<file path="src/rtl/mcs_pkg.sv">
// Shared types and constants for the moving-average crossover signal unit.
// No dependencies; mcs_div and the top level import this package, mcs_ram does not.
package mcs_pkg;

    // Field widths.
    localparam int PRICE_W  = 32;
    localparam int SIGNAL_W = 32;
    localparam int STATUS_W = 2;

    // Default window lengths.
    localparam int LONG_WINDOW_DEF  = 20;
    localparam int SHORT_WINDOW_DEF = 5;

    // Scaling: percent times Q16.16. The quotient keeps 34 bits, so anything
    // at or above 2^34 saturates before the division starts.
    localparam int PCT_SCALE = 100;
    localparam int PCT_W     = 7;
    localparam int FRAC_W    = 16;
    localparam int QUO_W     = 34;

    localparam logic [QUO_W-1:0] POS_LIMIT =
        {{(QUO_W-SIGNAL_W+1){1'b0}}, {(SIGNAL_W-1){1'b1}}};
    localparam logic [QUO_W-1:0] NEG_LIMIT =
        {{(QUO_W-SIGNAL_W){1'b0}}, 1'b1, {(SIGNAL_W-1){1'b0}}};

    // Result status codes.
    localparam logic [STATUS_W-1:0] STATUS_OK     = 2'd0;
    localparam logic [STATUS_W-1:0] STATUS_WARMUP = 2'd1;
    localparam logic [STATUS_W-1:0] STATUS_ZERO   = 2'd2;

    typedef enum logic [3:0] {
        ST_IDLE,
        ST_RD_SHORT,
        ST_RD_LONG,
        ST_UPDATE,
        ST_EVAL,
        ST_SCALE,
        ST_DIFF,
        ST_PCT,
        ST_DIV_START,
        ST_DIV_WAIT,
        ST_OUT
    } mcs_state_t;

    // Request from the sequencer to the divider.
    typedef struct packed {
        logic start;
        logic neg;
    } mcs_div_req_t;

endpackage

</file>
<file path="src/rtl/mcs_ram.sv">
// Generic single-write, single-read synchronous RAM with registered read data.
// No dependencies.
module mcs_ram #(
    parameter int WIDTH = 32,
    parameter int DEPTH = 20
) (
    input  logic                     aclk,
    input  logic                     wr_en,
    input  logic [$clog2(DEPTH)-1:0] wr_addr,
    input  logic [WIDTH-1:0]         wr_data,
    input  logic                     rd_en,
    input  logic [$clog2(DEPTH)-1:0] rd_addr,
    output logic [WIDTH-1:0]         rd_data
);

    logic [WIDTH-1:0] mem_reg [DEPTH];
    logic [WIDTH-1:0] rd_data_reg;

    always_ff @(posedge aclk) begin
        if (wr_en) begin
            mem_reg[wr_addr] <= wr_data;
        end
        if (rd_en) begin
            rd_data_reg <= mem_reg[rd_addr];
        end
    end

    assign rd_data = rd_data_reg;

endmodule

</file>
<file path="src/rtl/mcs_div.sv">
// Radix-2 restoring divider that forms the saturated, signed Q16.16 percentage.
// Depends on mcs_pkg for widths, limits and the request struct.
module mcs_div #(
    parameter int DIVIDEND_W = 52,
    parameter int DIVISOR_W  = 44
) (
    input  logic                          aclk,
    input  logic                          aresetn,
    input  mcs_pkg::mcs_div_req_t         div_req,
    input  logic [DIVIDEND_W-1:0]         dividend,
    input  logic [DIVISOR_W-1:0]          divisor,
    output logic                          done,
    output logic [mcs_pkg::SIGNAL_W-1:0]  result
);
    import mcs_pkg::*;

    // The dividend is shifted left by FRAC_W before dividing; its bits from
    // LOW_A upward form the part that must stay below the divisor.
    localparam int LOW_A = QUO_W - FRAC_W;
    localparam int HI_W  = DIVIDEND_W - LOW_A;
    localparam int CMP_W = (HI_W > DIVISOR_W) ? HI_W : DIVISOR_W;
    localparam int CNT_W = $clog2(QUO_W + 1);

    logic                 busy_reg;
    logic                 done_reg;
    logic                 neg_reg;
    logic                 sat_reg;
    logic [CNT_W-1:0]     cnt_reg;
    logic [DIVISOR_W-1:0] rem_reg;
    logic [DIVISOR_W-1:0] dvs_reg;
    logic [QUO_W-1:0]     low_reg;
    logic [QUO_W-1:0]     quo_reg;
    logic [SIGNAL_W-1:0]  result_reg;

    logic [HI_W-1:0]      hi;
    logic                 start_sat;
    logic [DIVISOR_W:0]   trial;
    logic [DIVISOR_W:0]   trial_diff;
    logic                 trial_ge;
    logic [QUO_W-1:0]     limit;
    logic [QUO_W-1:0]     mag;
    logic [SIGNAL_W-1:0]  mag_s;

    assign hi        = dividend[DIVIDEND_W-1:LOW_A];
    assign start_sat = CMP_W'(hi) >= CMP_W'(divisor);

    assign trial      = {rem_reg, low_reg[QUO_W-1]};
    assign trial_ge   = trial >= {1'b0, dvs_reg};
    assign trial_diff = trial - {1'b0, dvs_reg};

    assign limit = neg_reg ? NEG_LIMIT : POS_LIMIT;
    assign mag   = (sat_reg || (quo_reg > limit)) ? limit : quo_reg;
    assign mag_s = mag[SIGNAL_W-1:0];

    always_ff @(posedge aclk) begin
        if (!aresetn) begin
            busy_reg <= 1'b0;
            done_reg <= 1'b0;
            cnt_reg  <= '0;
        end else begin
            done_reg <= 1'b0;
            if (div_req.start) begin
                busy_reg <= 1'b1;
                cnt_reg  <= start_sat ? '0 : CNT_W'(QUO_W);
            end else if (busy_reg) begin
                if (cnt_reg == '0) begin
                    busy_reg <= 1'b0;
                    done_reg <= 1'b1;
                end else begin
                    cnt_reg <= cnt_reg - 1'b1;
                end
            end
        end
    end

    always_ff @(posedge aclk) begin
        if (div_req.start) begin
            neg_reg <= div_req.neg;
            sat_reg <= start_sat;
            dvs_reg <= divisor;
            rem_reg <= start_sat ? '0 : DIVISOR_W'(hi);
            low_reg <= {dividend[LOW_A-1:0], {FRAC_W{1'b0}}};
            quo_reg <= '0;
        end else if (busy_reg) begin
            if (cnt_reg != '0) begin
                rem_reg <= trial_ge ? trial_diff[DIVISOR_W-1:0] : trial[DIVISOR_W-1:0];
                low_reg <= {low_reg[QUO_W-2:0], 1'b0};
                quo_reg <= {quo_reg[QUO_W-2:0], trial_ge};
            end else begin
                result_reg <= neg_reg ? (SIGNAL_W'(0) - mag_s) : mag_s;
            end
        end
    end

    assign done   = done_reg;
    assign result = result_reg;

endmodule

</file>
<file path="src/rtl/ma_crossover_signal_unit.sv">
// Top level of the moving-average crossover signal unit.
// Depends on mcs_pkg, mcs_ram (price ring) and mcs_div (scaled divider).
//
// The unit takes one closing price per input transaction (unsigned Q16.16,
// with an unavailable flag and a series-start flag) and returns exactly one
// result transaction per input: the percentage by which the short moving
// average exceeds the long one, as signed Q16.16, truncated toward zero and
// saturated to 32 bits, with a status of 0 (valid), 1 (fewer than
// LONG_WINDOW available prices since the series start) or 2 (long sum zero).
// The LONG_WINDOW most recent available prices live in a small synchronous
// RAM; each available price costs two ring reads and one write, done as a
// read-modify-write sequence on the running short and long sums. A series
// start clears the counts and sums; its price is never counted. An
// unavailable price leaves the history alone but still yields a result from
// the earlier data. The unit works on one transaction at a time: a priced
// transaction with a full window goes through the two ring reads and the
// write, then evaluation, scaling, the difference and the percentage, then
// a state that starts the divider and the wait on the radix-2 divider,
// which produces one quotient bit per cycle and then forms the saturated
// result and reports done, and last the load of the output register. An
// unavailable price with a full window skips the ring, and a quotient that
// is known to saturate skips the divider steps. Transactions that finish
// with status 1 or 2 skip scaling and the divider, and also skip the ring
// when the price is unavailable or starts a series. The
// result sits in an output register, so s_ready returns in the cycle after
// the result is loaded, even while m_ready is held low; a further result
// then waits in its last state until the output register is free.
module ma_crossover_signal_unit #(
    parameter int LONG_WINDOW  = mcs_pkg::LONG_WINDOW_DEF,
    parameter int SHORT_WINDOW = mcs_pkg::SHORT_WINDOW_DEF
) (
    input  logic                                aclk,
    input  logic                                aresetn,
    input  logic                                s_valid,
    output logic                                s_ready,
    input  logic [mcs_pkg::PRICE_W-1:0]         s_price,
    input  logic                                s_unavailable,
    input  logic                                s_series_start,
    output logic                                m_valid,
    input  logic                                m_ready,
    output logic signed [mcs_pkg::SIGNAL_W-1:0] m_signal,
    output logic [mcs_pkg::STATUS_W-1:0]        m_status
);
    import mcs_pkg::*;

    localparam int SLW  = $clog2(LONG_WINDOW);
    localparam int CNTW = $clog2(LONG_WINDOW + 1);
    localparam int SSW  = PRICE_W + $clog2(SHORT_WINDOW + 1);
    localparam int LSW  = PRICE_W + $clog2(LONG_WINDOW + 1);
    localparam int NUMW = SSW + $clog2(LONG_WINDOW + 1);
    localparam int DENW = LSW + $clog2(SHORT_WINDOW + 1);
    localparam int AW   = (NUMW > DENW) ? NUMW : DENW;
    localparam int A1W  = AW + PCT_W;
    localparam int SOFF = SHORT_WINDOW % LONG_WINDOW;

    mcs_state_t state_reg, state_next;

    logic [PRICE_W-1:0]  price_reg;
    logic [SLW-1:0]      slot_reg;
    logic [CNTW-1:0]     count_reg;
    logic [SSW-1:0]      short_sum_reg;
    logic [LSW-1:0]      long_sum_reg;
    logic [PRICE_W-1:0]  old_short_reg;
    logic [AW-1:0]       num_reg;
    logic [DENW-1:0]     den_reg;
    logic [AW-1:0]       a_reg;
    logic                neg_reg;
    logic [A1W-1:0]      a100_reg;
    logic [SIGNAL_W-1:0] sig_reg;
    logic [STATUS_W-1:0] status_reg;
    logic                m_valid_reg;
    logic [SIGNAL_W-1:0] m_signal_reg;
    logic [STATUS_W-1:0] m_status_reg;

    // Control decoded from the state.
    logic          accept;
    logic          ram_rd_en;
    logic          ram_wr_en;
    logic          out_free;
    logic          out_load;
    mcs_div_req_t  div_req;

    logic [PRICE_W-1:0]  ram_rd_data;
    logic [SLW-1:0]      ram_rd_addr;
    logic [SLW:0]        short_idx_wide;
    logic [SLW-1:0]      short_addr;
    logic                short_full;
    logic                long_full;
    logic [SSW-1:0]      short_sum_next;
    logic [LSW-1:0]      long_sum_next;
    logic [SLW-1:0]      slot_next;
    logic                warmup;
    logic                div_done;
    logic [SIGNAL_W-1:0] div_result;

    // Ring slot that drops out of the short window on this write.
    assign short_idx_wide = (slot_reg >= SLW'(SOFF))
                          ? ({1'b0, slot_reg} - (SLW+1)'(SOFF))
                          : ({1'b0, slot_reg} + (SLW+1)'(LONG_WINDOW - SOFF));
    assign short_addr  = short_idx_wide[SLW-1:0];
    assign ram_rd_addr = (state_reg == ST_RD_SHORT) ? short_addr : slot_reg;

    assign short_full = 32'(count_reg) >= SHORT_WINDOW;
    assign long_full  = 32'(count_reg) >= LONG_WINDOW;
    assign warmup     = 32'(count_reg) < LONG_WINDOW;

    // Read data in ST_UPDATE is the entry about to be overwritten.
    assign short_sum_next = short_sum_reg - (short_full ? SSW'(old_short_reg) : SSW'(0))
                          + SSW'(price_reg);
    assign long_sum_next  = long_sum_reg - (long_full ? LSW'(ram_rd_data) : LSW'(0))
                          + LSW'(price_reg);
    assign slot_next      = (32'(slot_reg) == LONG_WINDOW - 1) ? '0 : slot_reg + 1'b1;

    assign out_free = !m_valid_reg || m_ready;

    // Next-state logic.
    always_comb begin
        state_next = state_reg;
        case (state_reg)
            ST_IDLE: begin
                if (s_valid) begin
                    if (s_series_start || s_unavailable) begin
                        state_next = ST_EVAL;
                    end else begin
                        state_next = ST_RD_SHORT;
                    end
                end
            end
            ST_RD_SHORT:  state_next = ST_RD_LONG;
            ST_RD_LONG:   state_next = ST_UPDATE;
            ST_UPDATE:    state_next = ST_EVAL;
            ST_EVAL: begin
                if (warmup || (long_sum_reg == '0)) begin
                    state_next = ST_OUT;
                end else begin
                    state_next = ST_SCALE;
                end
            end
            ST_SCALE:     state_next = ST_DIFF;
            ST_DIFF:      state_next = ST_PCT;
            ST_PCT:       state_next = ST_DIV_START;
            ST_DIV_START: state_next = ST_DIV_WAIT;
            ST_DIV_WAIT: begin
                if (div_done) begin
                    state_next = ST_OUT;
                end
            end
            ST_OUT: begin
                if (out_free) begin
                    state_next = ST_IDLE;
                end
            end
            default:      state_next = ST_IDLE;
        endcase
    end

    // Control outputs of the sequencer.
    always_comb begin
        s_ready       = 1'b0;
        ram_rd_en     = 1'b0;
        ram_wr_en     = 1'b0;
        out_load      = 1'b0;
        div_req.start = 1'b0;
        div_req.neg   = neg_reg;
        case (state_reg)
            ST_IDLE:      s_ready = 1'b1;
            ST_RD_SHORT:  ram_rd_en = 1'b1;
            ST_RD_LONG:   ram_rd_en = 1'b1;
            ST_UPDATE:    ram_wr_en = 1'b1;
            ST_DIV_START: div_req.start = 1'b1;
            ST_OUT:       out_load = out_free;
            default: begin
            end
        endcase
    end

    assign accept = s_valid && s_ready;

    always_ff @(posedge aclk) begin
        if (!aresetn) begin
            state_reg     <= ST_IDLE;
            slot_reg      <= '0;
            count_reg     <= '0;
            short_sum_reg <= '0;
            long_sum_reg  <= '0;
            m_valid_reg   <= 1'b0;
        end else begin
            state_reg <= state_next;
            if (accept && s_series_start) begin
                slot_reg      <= '0;
                count_reg     <= '0;
                short_sum_reg <= '0;
                long_sum_reg  <= '0;
            end else if (state_reg == ST_UPDATE) begin
                slot_reg      <= slot_next;
                short_sum_reg <= short_sum_next;
                long_sum_reg  <= long_sum_next;
                if (warmup) begin
                    count_reg <= count_reg + 1'b1;
                end
            end
            if (out_load) begin
                m_valid_reg <= 1'b1;
            end else if (m_ready) begin
                m_valid_reg <= 1'b0;
            end
        end
    end

    // Datapath registers.
    always_ff @(posedge aclk) begin
        if (accept) begin
            price_reg <= s_price;
        end
        if (state_reg == ST_RD_LONG) begin
            old_short_reg <= ram_rd_data;
        end
        if (state_reg == ST_EVAL) begin
            sig_reg    <= '0;
            status_reg <= warmup ? STATUS_WARMUP : STATUS_ZERO;
        end
        if (state_reg == ST_SCALE) begin
            num_reg <= AW'(short_sum_reg) * AW'(LONG_WINDOW);
            den_reg <= DENW'(long_sum_reg) * DENW'(SHORT_WINDOW);
        end
        if (state_reg == ST_DIFF) begin
            neg_reg <= num_reg < AW'(den_reg);
            a_reg   <= (num_reg < AW'(den_reg)) ? (AW'(den_reg) - num_reg)
                                                : (num_reg - AW'(den_reg));
        end
        if (state_reg == ST_PCT) begin
            a100_reg <= A1W'(a_reg) * A1W'(PCT_SCALE);
        end
        if ((state_reg == ST_DIV_WAIT) && div_done) begin
            sig_reg    <= div_result;
            status_reg <= STATUS_OK;
        end
        if (out_load) begin
            m_signal_reg <= sig_reg;
            m_status_reg <= status_reg;
        end
    end

    mcs_ram #(
        .WIDTH (PRICE_W),
        .DEPTH (LONG_WINDOW)
    ) u_ring (
        .aclk    (aclk),
        .wr_en   (ram_wr_en),
        .wr_addr (slot_reg),
        .wr_data (price_reg),
        .rd_en   (ram_rd_en),
        .rd_addr (ram_rd_addr),
        .rd_data (ram_rd_data)
    );

    mcs_div #(
        .DIVIDEND_W (A1W),
        .DIVISOR_W  (DENW)
    ) u_div (
        .aclk     (aclk),
        .aresetn  (aresetn),
        .div_req  (div_req),
        .dividend (a100_reg),
        .divisor  (den_reg),
        .done     (div_done),
        .result   (div_result)
    );

    assign m_valid  = m_valid_reg;
    assign m_signal = m_signal_reg;
    assign m_status = m_status_reg;

endmodule

</file>
<file path="config.mk">
export PLATFORM = sky130hd
export DESIGN_NAME = ma_crossover_signal_unit
export DESIGN_NICKNAME = d
export VERILOG_FILES = /design/src/rtl/mcs_pkg.sv /design/src/rtl/mcs_ram.sv /design/src/rtl/mcs_div.sv /design/src/rtl/ma_crossover_signal_unit.sv
export SDC_FILE = /design/constraint.sdc
export NUM_CORES = 2
export LEC_CHECK = 0
export ABC_AREA = 1
export BUFFER_PORTS_ARGS = -buffer_cell sky130_fd_sc_hd__buf_4
export CAP_MARGIN = 40
export CORE_MARGIN = 2
export CORE_UTILIZATION = 53
export DETAILED_ROUTE_END_ITERATION = 10
export PLACE_DENSITY_LB_ADDON = 0.1
export SLEW_MARGIN = 15
export SYNTH_ARGS = -nofsm -noshare
export SYNTH_HDL_FRONTEND = slang
export SYNTH_SLANG_ARGS = --single-unit
</file>
<file path="constraint.sdc">
create_clock -name aclk -period 4.4 [get_ports aclk]
set_input_delay 0.88 -clock aclk [delete_from_list [all_inputs] [get_ports aclk]]
set_output_delay 0.88 -clock aclk [all_outputs]
set_load 0.01 [all_outputs]
</file>
==> flow_summary_export.csv <==
group,metric,value,unit
outcome,outcome,"completed",
detailed_routing,routed_wl,199000,um
floorplan,start_util,53.5,%
global_routing,grt_pass1_wl,303000,um
place,post_dp_cell_area,73200,um2
clocking,insertion_delay,0.79,ns
synth,synth_top_area_share,47.3,%
timing,drv_slew,0,
clocking,post_cts_buffers,0,
global_routing,gr-usage-met3,3.31,%
synth,synth-simple-area-share,12.4,%
hold_path,hold_end,"price_reg[5]",
power_and_ir_drop,leakage,32.7,nW
place,numPortBuffers,73,
synth,synthMuxAreaShare,0.131,%
hold_path,hold_path_class,"input pin to register",
synth,synthAdderAreaFrac,12.3,%
cells_and_area,largest_reg_flops,640,
timing,fin_crit,4.17,ns
global_routing,gr-max-usage-layer,"met2",
floorplan,dieArea,134000,um2
setup_path,end_kind,"register",
place,dp_hpwl,141000,um
global_routing,grt_overflow,0,
timing,tns,0,ns
cells_and_area,fin_cells,9192,
cells_and_area,design_area,77800,um2
flow_run,drv_cap,0,
timing,hold_viol_final,0,
cells_and_area,final_common_cell,"inv_1",
synth,yosysTopAreaCell,"edfxtp_1",
detailed_routing,drt_drc_violations_left,0,
cells_and_area,n_fill_cell,11200,
floorplan,row_count,132,
cells_and_area,mostFrequentLayoutCells,"inv_1 (1132), edfxtp_1 (1096), nor2_1 (827)",
detailed_routing,avgRoutedWirePerCell,21.6,um
floorplan,pin_count,74,
detailed_routing,via_per_inst,5.68,
cells_and_area,area_delta_synth_final,11.7,%
setup_path,r2r_cells,16,
synth,synthArstFlopShare,0,%
power_and_ir_drop,ir_worst_vdd,0.500,mV
clocking,clock-sinks,1227,
clocking,clk_pin_slew,0.06,ns
setup_path,startpoint_type,"register",
power_and_ir_drop,p_per_area,570,nW/um2
setup_path,path_buf_inv,3,
setup_path,worstPathArrival,4.68,ns
place,gp_congestion,0.963,
synth,synthesis.area,69600,um2
timing,fmax,0.240,GHz
hold_path,min_from,"s_price[5]",
setup_path,slowest_stage,"fa_1",
global_routing,antenna_found_initial,1,
clocking,htree_levels,4,
synth,ys_seq_area_share,51.1,%
setup_path,reg2reg_to,"a100_reg[38]",
synth,synth_compound_area_share,13.6,%
synth,synth.ff_latch_count,1227,
floorplan,chipHeight,366,um
clocking,cts_buffer_depth,3,
timing,fin_crit_sh,94.7,%
synth,syn-mean-instance-area,9.69,um2
setup_path,crit_chain,"ha_1 -> ha_1 -> inv_1 -> fa_1 -> inv_1 -> ha_1 -> a21oi_1 -> inv_1 -> a31oi_1 -> o21ai_0 -> nand2_1 -> o211ai_1 -> a21oi_1 -> o21ai_0 -> a31oi_1 -> xnor2_1",
clocking,numCtsBuffers,136,
setup_path,rrSetupSlack,0.23,ns
synth,synth_warnings,0,
place,placedCellCount,8937,
floorplan,core_area,130000,um2
timing,setup_viol,0,
cells_and_area,nets,7995,
setup_path,criticalPathCategory,"register to register",
synth,syn_inst,7181,
timing,worstMarginPinSlew,0.905,ns
synth,synth_nets,7843,
cells_and_area,drive_gt1_share,7.12,%
global_routing,use_met2,49.3,%
setup_path,crit_fanout,4,
synth,synth-xor-area-share,2.98,%
timing,final.setup_skew,0.0764,ns
setup_path,cpLargestDelayFamily,"compound AO/OA/AOI/OAI gates",
setup_path,crit_path_max_incr_delay,0.50,ns
global_routing,grt_use_total,29.4,%
detailed_routing,detail-route-antenna-nets,0,
synth,ys_top_cells_by_area,"edfxtp_1 (47%), ha_1 (9.4%), inv_1 (6.1%)",
hold_path,whs_path_depth,1,
synth,synth_edf_count,1096,
synth,synth_cell_types,63,
global_routing,use_met1,39.2,%
timing,rsz0062_at_grt,"no",
clocking,clock-root-buffer,"clkbuf_16",
detailed_routing,via_count,52200,
clocking,postCtsHoldBufs,0,
detailed_routing,drt_iter0_drc,4476,
setup_path,regToRegStartpoint,"a_reg[9]",
setup_path,crit_required,4.91,ns
timing,slew_headroom,39.6,%
synth,synth_top_family_by_area,"compound AO/OA/AOI/OAI gates",
global_routing,grt_max_degree,106,
detailed_routing,first_pass_iters,8,
synth,ys.flop_type,"edfxtp_1",
global_routing,grt_pass1_vias,51500,
clocking,cts_tree,"done",
floorplan,dieWidth,366,um
==> logic make-up after synthesis <==
logic type      Yosys count
fa+ha+maj               624
simple gates           2065
buf+inv                1361
xor+xnor                237
mux                       9
flops                  1227
compound gates         1658
==> stage by stage <==
stage | hold WS (ns) | util (%) | setup slack [ns] | power (mW)
3_5_place_dp | 0.405 | 56.3 | 0.330 | 32.8
2_1_floorplan | 0.400 | - | 0.0972 | 27.3
5_1_grt | 0.222 | 59.8 | 0.0114 | 47.1
3_3_place_gp | 0.403 | 56.2 | 0.340 | 32.6
4_1_cts | 0.205 | 59.8 | 0.294 | 44.4
6_report | 0.252 | 59.8 | 0.233 | 44.3
==> worst reg2reg max path: stages, from the launching register on <==
cell and delay [ns]:
edfxtp_1 0.44, ha_1 0.33, ha_1 0.28, inv_1 0.05, fa_1 0.50, inv_1 0.04
ha_1 0.35, a21oi_1 0.15, inv_1 0.08, a31oi_1 0.23, o21ai_0 0.21, nand2_1 0.10
o211ai_1 0.10, a21oi_1 0.42, o21ai_0 0.29, a31oi_1 0.23, xnor2_1 0.09
==> area by class of cell <==
| cell class | count | area [um2] | share of cell area (%) |
|---|---|---|---|
| inverters | 1149 | 4330 | 5.56 |
| diodes | 2 | 5.00 | 0.00644 |
| flip-flops and latches | 1227 | 35500 | 45.7 |
| clock buffers | 166 | 3540 | 4.55 |
| repair buffers | 226 | 2000 | 2.57 |
| multi-input cells | 4593 | 29100 | 37.5 |
| well taps | 1742 | 2180 | 2.80 |
| clock inverters | 87 | 1040 | 1.33 |
==> per-layer routing <==
metal  wire, um  vias to the layer above  share of wire [%]
met1      84800                    25200                 43
li1           -                    25000                  -
met5          0                        -                  0
met3      10500                      354                5.3
met2      94900                     1600                 48
met4       8570                        0                4.3
==> Yosys cell counts (9+ instances only) <==
cell type  instances
o221ai_1         144
nand3_2           14
buf_2             38
ha_1             521
nor4_1            23
a21boi_0          13
nor2_2            14
xor2_1           147
nand2_1          809
o22ai_1           65
fa_1             103
a21o_1            32
nand3_1          229
nand4_1           42
o31ai_1            9
o21a_1            25
dfxtp_1          131
o211ai_1          29
o21bai_1          26
o21ai_1           24
a211oi_1          11
nor2_1           853
a21oi_1          503
nand3_4            9
edfxtp_1        1096
nor3_1            48
xnor2_1           90
o21ai_0          676
a31oi_1           66
buf_1              9
inv_1           1133
clkbuf_1         157
inv_2             10
==> how the worst max path moves through the flow <==
| stage | startpoint | to | slack [ns] | depth (start not counted) |
|---|---|---|---|---|
| 2_1_floorplan | state_reg[2] | den_reg[0] | 0.1 | 4 |
| 3_3_place_gp | a_reg[11] | a100_reg[38] | 0.34 | 16 |
| 3_5_place_dp | count_reg[1] | short_sum_reg[29] | 0.33 | 22 |
| 4_1_cts | a_reg[9] | a100_reg[38] | 0.29 | 16 |
| 5_1_grt | count_reg[1] | short_sum_reg[29] | 0.01 | 22 |
| 6_report | a_reg[9] | a100_reg[38] | 0.23 | 16 |
==> where the power goes <==
part,internal (mW),leakage [nW],switching [mW]
Combinational,5.56,19.5,11.6
Sequential,14.9,10.9,0.705
Clock,6.61,2.20,4.98
==> repair_timing <==
item	4_1_cts	5_1_grt
endpoints found under the setup margin	0	5
endpoints found under the hold margin	0	0
resized for setup	0	7
No activity file was read; power rests on OpenSTA's default activity.
